==> src/rtl/core/tsa_pkg.sv <==
// Shared constants, codes and types of the tween slot animator.
// Depends on nothing; the controller, the datapath and the top level import it.
`timescale 1ns / 1ps
`default_nettype none

package tsa_pkg;

   localparam int SLOTS      = 10;
   localparam int PROPERTIES = 16;
   localparam int SLOT_W     = $clog2(SLOTS);
   localparam int PROP_W     = 4;
   localparam int DIV_STEPS  = 30;
   localparam int DIV_CNT_W  = $clog2(DIV_STEPS);

   localparam logic [PROP_W:0] PROP_LIMIT = (PROP_W + 1)'(PROPERTIES);

   localparam logic [31:0] ONE_Q30  = 32'h4000_0000;
   localparam logic [31:0] HALF_Q30 = 32'h2000_0000;
   localparam logic [31:0] TWO_Q30  = 32'h8000_0000;

   localparam logic [2:0] CURVE_LINEAR = 3'd0;
   localparam logic [2:0] CURVE_FAST   = 3'd1;
   localparam logic [2:0] CURVE_DFAST  = 3'd2;
   localparam logic [2:0] CURVE_SLOW   = 3'd3;
   localparam logic [2:0] CURVE_DSLOW  = 3'd4;
   localparam logic [2:0] CURVE_INOUT  = 3'd5;
   localparam logic [2:0] CURVE_BOUNCE = 3'd6;

   typedef enum logic [3:0] {
      ST_IDLE,
      ST_ADD_SCAN,
      ST_ADD_DONE,
      ST_TICK_MASK,
      ST_TICK_SEL,
      ST_TICK_FIN,
      ST_TICK_IDLE,
      ST_DIV,
      ST_EASE0,
      ST_EASE1,
      ST_EASE2,
      ST_EASE3,
      ST_BLEND1,
      ST_BLEND2
   } state_type;

   typedef struct packed {
      logic capture;
      logic add_scan;
      logic add_done;
      logic tick_mask;
      logic slot_inc;
      logic div_start;
      logic div_step;
      logic ease0;
      logic ease1;
      logic ease2;
      logic ease3;
      logic blend1;
      logic load_blend;
      logic load_fin;
      logic load_idle;
   } cmd_type;

   typedef struct packed {
      logic out_free;
      logic mask_any;
      logic mask_bit;
      logic fin_now;
      logic is_last;
      logic slot_last;
      logic div_last;
   } stat_type;

endpackage

`default_nettype wire

==> src/rtl/core/tsa_ctrl.sv <==
// Controller state machine of the tween slot animator.
// Depends on tsa_pkg; drives the datapath through cmd_type and reads stat_type.
`timescale 1ns / 1ps
`default_nettype none

module tsa_ctrl
   import tsa_pkg::*;
(
   input  wire logic     clock,
   input  wire logic     reset,
   input  wire logic     req_valid,
   input  wire logic     req_mode,
   output logic          req_ready,
   input  wire stat_type stat,
   output cmd_type       cmd
);

   state_type state_ff;
   state_type state_in;

   always_ff @(posedge clock) begin
      if (reset) begin
         state_ff <= ST_IDLE;
      end else begin
         state_ff <= state_in;
      end
   end

   always_comb begin
      state_in = state_ff;
      case (state_ff)
         ST_IDLE: begin
            if (req_valid) begin
               state_in = req_mode ? ST_TICK_MASK : ST_ADD_SCAN;
            end
         end
         ST_ADD_SCAN: begin
            if (stat.slot_last) state_in = ST_ADD_DONE;
         end
         ST_ADD_DONE: begin
            if (stat.out_free) state_in = ST_IDLE;
         end
         ST_TICK_MASK: state_in = ST_TICK_SEL;
         ST_TICK_SEL: begin
            if (!stat.mask_any) begin
               state_in = ST_TICK_IDLE;
            end else if (stat.mask_bit) begin
               state_in = stat.fin_now ? ST_TICK_FIN : ST_DIV;
            end
         end
         ST_TICK_IDLE: begin
            if (stat.out_free) state_in = ST_IDLE;
         end
         ST_TICK_FIN: begin
            if (stat.out_free) state_in = stat.is_last ? ST_IDLE : ST_TICK_SEL;
         end
         ST_DIV: begin
            if (stat.div_last) state_in = ST_EASE0;
         end
         ST_EASE0:  state_in = ST_EASE1;
         ST_EASE1:  state_in = ST_EASE2;
         ST_EASE2:  state_in = ST_EASE3;
         ST_EASE3:  state_in = ST_BLEND1;
         ST_BLEND1: state_in = ST_BLEND2;
         ST_BLEND2: begin
            if (stat.out_free) state_in = stat.is_last ? ST_IDLE : ST_TICK_SEL;
         end
         default: state_in = ST_IDLE;
      endcase
   end

   always_comb begin
      cmd       = '0;
      req_ready = 1'b0;
      case (state_ff)
         ST_IDLE: begin
            req_ready   = 1'b1;
            cmd.capture = req_valid;
         end
         ST_ADD_SCAN: begin
            cmd.add_scan = 1'b1;
            cmd.slot_inc = 1'b1;
         end
         ST_ADD_DONE:  cmd.add_done  = stat.out_free;
         ST_TICK_MASK: cmd.tick_mask = 1'b1;
         ST_TICK_SEL: begin
            if (stat.mask_any) begin
               if (!stat.mask_bit) begin
                  cmd.slot_inc = 1'b1;
               end else if (!stat.fin_now) begin
                  cmd.div_start = 1'b1;
               end
            end
         end
         ST_TICK_IDLE: cmd.load_idle = stat.out_free;
         ST_TICK_FIN: begin
            cmd.load_fin = stat.out_free;
            cmd.slot_inc = stat.out_free & ~stat.is_last;
         end
         ST_DIV:    cmd.div_step = 1'b1;
         ST_EASE0:  cmd.ease0    = 1'b1;
         ST_EASE1:  cmd.ease1    = 1'b1;
         ST_EASE2:  cmd.ease2    = 1'b1;
         ST_EASE3:  cmd.ease3    = 1'b1;
         ST_BLEND1: cmd.blend1   = 1'b1;
         ST_BLEND2: begin
            cmd.load_blend = stat.out_free;
            cmd.slot_inc   = stat.out_free & ~stat.is_last;
         end
         default: cmd = '0;
      endcase
   end

endmodule

`default_nettype wire

==> config.mk <==
export PLATFORM = sky130hd
export DESIGN_NAME = tsa_ctrl
export DESIGN_NICKNAME = d
export VERILOG_FILES = /design/src/rtl/core/tsa_pkg.sv /design/src/rtl/core/tsa_ctrl.sv
export SDC_FILE = /design/constraint.sdc
export NUM_CORES = 1
export LEC_CHECK = 0
export BUFFER_PORTS_ARGS = -buffer_cell sky130_fd_sc_hd__buf_2
export CELL_PAD_IN_SITES_DETAIL_PLACEMENT = 1
export CELL_PAD_IN_SITES_GLOBAL_PLACEMENT = 2
export CORE_MARGIN = 2
export CORE_UTILIZATION = 22
export CTS_CLUSTER_DIAMETER = 40
export DETAILED_ROUTE_END_ITERATION = 7
export HOLD_SLACK_MARGIN = 0.02
export PLACE_DENSITY = 0.83
export SLEW_MARGIN = 20
export SYNTH_ARGS = -nofsm -noshare
export SYNTH_HDL_FRONTEND = slang
export SYNTH_SLANG_ARGS = --single-unit
==> constraint.sdc <==
create_clock -name clock -period 1.8 [get_ports clock]
set_input_delay 0.36 -clock clock [delete_from_list [all_inputs] [get_ports clock]]
set_output_delay 0.36 -clock clock [all_outputs]
set_load 0.005 [all_outputs]
Word-level counts from Yosys, hierarchy flattened
Cells that the tools add are included.

Flip-flop bits (word level): 4. Bits of input ports: 11. Output and inout port bits: 16. Word-level logic and storage cells: 57.

Equality and inequality tests: 19. Muxes and demuxes: 31. Bitwise gates (word level): 2. Reduce and logical (&&, ||, !) cells: 4.

Operators by type and width (number): $pmux W4 S12 (1); $mux W4 (7); $eq A4 B4 Y1 const B (6); $mux W1 (18); $eq A4 B3 Y1 const B (4); $eq A4 B2 Y1 const B (2); $mux W2 (3); $ne A2 B2 Y1 const B (3); $reduce_and A6 Y1 (1); $eq A4 B1 Y1 const B (1); $logic_not A4 Y1 (1); $ne A2 B1 Y1 const B (2); $reduce_or A2 Y1 (2); $mux W3 (1); $ne A3 B3 Y1 const B (1); $pmux W1 S3 (1); $and A1 B1 Y1 (1); $not A1 Y1 (1).

Depth between registers and ports, before layout
Depth after elaboration: 4. Gate-level depth with buffers: 7. Depth with buffers taken out: 4.

Worst setup path before layout
OpenSTA, ideal clock, no wires.

Path type: flip-flop to flip-flop. From: register state_ff[3]. To: register state_ff[2]. Library setup time: 0.088 ns. Arrival time: 1.506 ns. Data required time: 1.712 ns. Slack: 0.205 ns. Cell stages (with the launch flop): 7. Buffers on the path: 2. Period minus slack after synthesis: 1.595 ns. Cell sequence: dfxtp_1 buf_6 or2b_4 nor4b_4 or4_4 buf_6 o32ai_2.

Word-level cells in the longest chain between the ends: 4. Elaborated cells on any way between the ends: 24. Those cells by class: 19 x eq/ne; 1 x mux; 4 x reduce/logical.

Ends and longest elaborated chain: start: declaration (RTL line tsa_ctrl.sv:18) `state_type state_ff;`; start signal: assignment (RTL line tsa_ctrl.sv:25) `state_ff <= state_in;`; $eq A4 B3 Y1, or another cell as far along (RTL line tsa_ctrl.sv:31) `case (state_ff)`; $reduce_or A2 Y1 (no line); $ne A2 B1 Y1 (no line); $reduce_and A6 Y1 (no line).

Several ways; a longest one is shown, not always the timed one. A chain may end at the register's enable or synchronous reset.

==> run summary <==
Layout Nets: 119
CP endpoint kind: primary output
Die H: 53.1 µm
CTS max path bufs: 2
sequential area share after synthesis: 0.151
Power Density: 1100 nW/µm²
peak supply drop: 0.000419 V
CTS root buffer: clkbuf_4
setup ws final: 0.0543 ns
Async SR Flop Fraction: 0
GPL Wtd Cong: 0.884
count of cell types in the netlist: 32
Routed wire per std cell: 13.3 µm
max reg flops: 4
Post-synth EDFFs: 0
first-pass GRT wire length: 2840 µm
top_reg_cell synth: dfxtp_1
DRT Pass-1 Iters: 4
Post-DP HPWL: 1440 µm
via count: 650
DRC violations left: 0
worst hold margin: 0.352 ns
# rows: 17
Ys Warns: 0
Reg with most FFs: state_ff
Clk Latency, worst-skew pair: 0.23 ns
final period demand of the worst path: 1.75 ns
CTS Buf Count: 3
syn_nets: 85
Util after Layout: 0.335
Ports: 27
initial antenna violation count: 0
startpoint class of the critical path: flip-flop
grt ovf: 0
clk slew on worst S/H paths: 0.04 ns
Die ar.: 2820 µm²
largest net degree at the start of global routing: 14
diode count: 0
status: completed
f_max: 0.573 GHz
Chip Width: 53.1 µm
setup violators final: 0
Detail Route Antenna Nets: 0
Seq cells post-synth: 4
RSZ-0062 raised after global routing: true
Core ar.: 2250 µm²
CTS Sinks: 4
leak pwr: 0.000363 µW
Total Routing Usage GR: 0.139
routed wire length: 1780 µm
CP arrival: 1.39 ns
CP max FO: 7
CP required: 1.44 ns
Final Cycle Share: 0.970
vias per cell: 4.85
Fin. Hold Viols: 0
Hold-fix buffers, CTS: 0
number of I/O port buffers: 26
top flop regs: state_ff: 4 flops
initial core utilization: 0.235
max cap viols: 0
synthesis-to-layout area growth: 42.2%
Layout Skew: 0.00179 ns
worst setup path class: reg -> out
initial DRC count: 12
Placement Setup Slack: 0.171 ns
Max H-tree Level: 1
CTS tree: done
vias in the first global route: 619
Worst slew margin: 0.754
Post-Syn Area: 531 µm²
Mapped Cells: 74
syn avg cell area: 7.17 µm²
slew at the pin closest to its max-slew limit: 0.360 ns
layout cells sized above 1: 0.462
Final Max Slew Viols: 0
Worst Hold Class: in -> reg
metal layers:
layer  global-route usage  wire length [µm]  up-vias
met5                    0                 0        -
met3               0.0169                85        2
met4               0.0513                17        0
met1                0.191               895      295
met2                0.221               785       22
li1                     -                 -      331
critical path: stages (launching register included):
cell and delay [ns]:
dfxtp_2 0.35, or2b_4 0.27, nor4b_4 0.27, o21bai_1 0.14, buf_2 0.13
path summary, 6_finish.rpt:
path	end	depth (start not counted)	slack, ns	startpoint
min	state_ff[3]$_SDFFE_PP0P_	2	0.35	reset
min reg2reg	state_ff[2]$_SDFFE_PP0P_	3	0.65	state_ff[2]$_SDFFE_PP0P_
max	cmd[10]	4	0.05	state_ff[3]$_SDFFE_PP0P_
max reg2reg	state_ff[2]$_SDFFE_PP0P_	5	0.07	state_ff[0]$_SDFFE_PP0P_
power breakdown:
part	switching (µW)	leakage [µW]	internal, µW	total (µW)
Sequential	31.5	0.0000341	116	147
Combinational	296	0.000315	274	570
Clock	37.4	0.0000138	74.6	112
synth_stat cells (2+ instances only):
cell type  instances  share of area
a21oi_1            6          0.057
buf_2              2          0.019
buf_4              2          0.028
buf_6              2          0.042
clkbuf_1           2          0.014
dfxtp_1            4           0.15
inv_1              5          0.035
mux2i_1            2          0.038
nand2_1            6          0.042
nand2b_1           2          0.024
nand3b_1           3          0.042
nor2_1            11          0.078
nor3_1             5          0.047
nor3b_1            3          0.042
nor4_1             2          0.024
cells in the final DEF, fill, tap and decap left out, types with 2 or more instances in the layout:
cell	Yosys	final
nand2_1	6	6
clkbuf_4	0	3
nor4_1	2	2
nand2b_1	2	2
nor3_1	5	4
buf_2	2	26
dfxtp_2	0	3
inv_1	5	5
nor2_1	11	11
nor3b_1	3	3
buf_4	2	11
a21oi_1	6	6
mux2i_1	2	2
nand3b_1	3	3
timing repair:
item	4_1_cts	5_1_grt
resized for setup	1	3
buffers inserted	0	1
setup endpoints to repair	1	3
pin swaps	1	1
hold endpoints to repair	0	0
gates cloned	0	0
cell families (layout without fill, tap and decap cells):
| group | count (synthesis) | after routing | share of synthesized area |
|---|---|---|---|
| AOI/OAI and AO/OA | 15 | 15 | 0.215 |
| buffers and inverters | 13 | 45 | 0.139 |
| DFF | 4 | 4 | 0.151 |
| muxes | 2 | 2 | 0.0377 |
| and+or+nand+nor | 40 | 40 | 0.458 |
cell type report:
cell class              count  area (µm²)
clock buffers               3        22.5
fillers                   304        1500
inverters                   5        18.8
multi-input cells          57         382
flip-flops and latches      4        83.8
well taps                  28        35.0
repair buffers             37         213
per-stage QoR:
stage               cell area, µm²  power [µW]  TNS [ns]  std cells
CTS                            739         822         0        133
global route                   754         905   -0.0231        134
floorplan                      531         539         0         74
detailed placement             716         704         0        130
global placement               716         692         0        130
finish                         754         830         0        134
(Power assumes the default switching activity.)
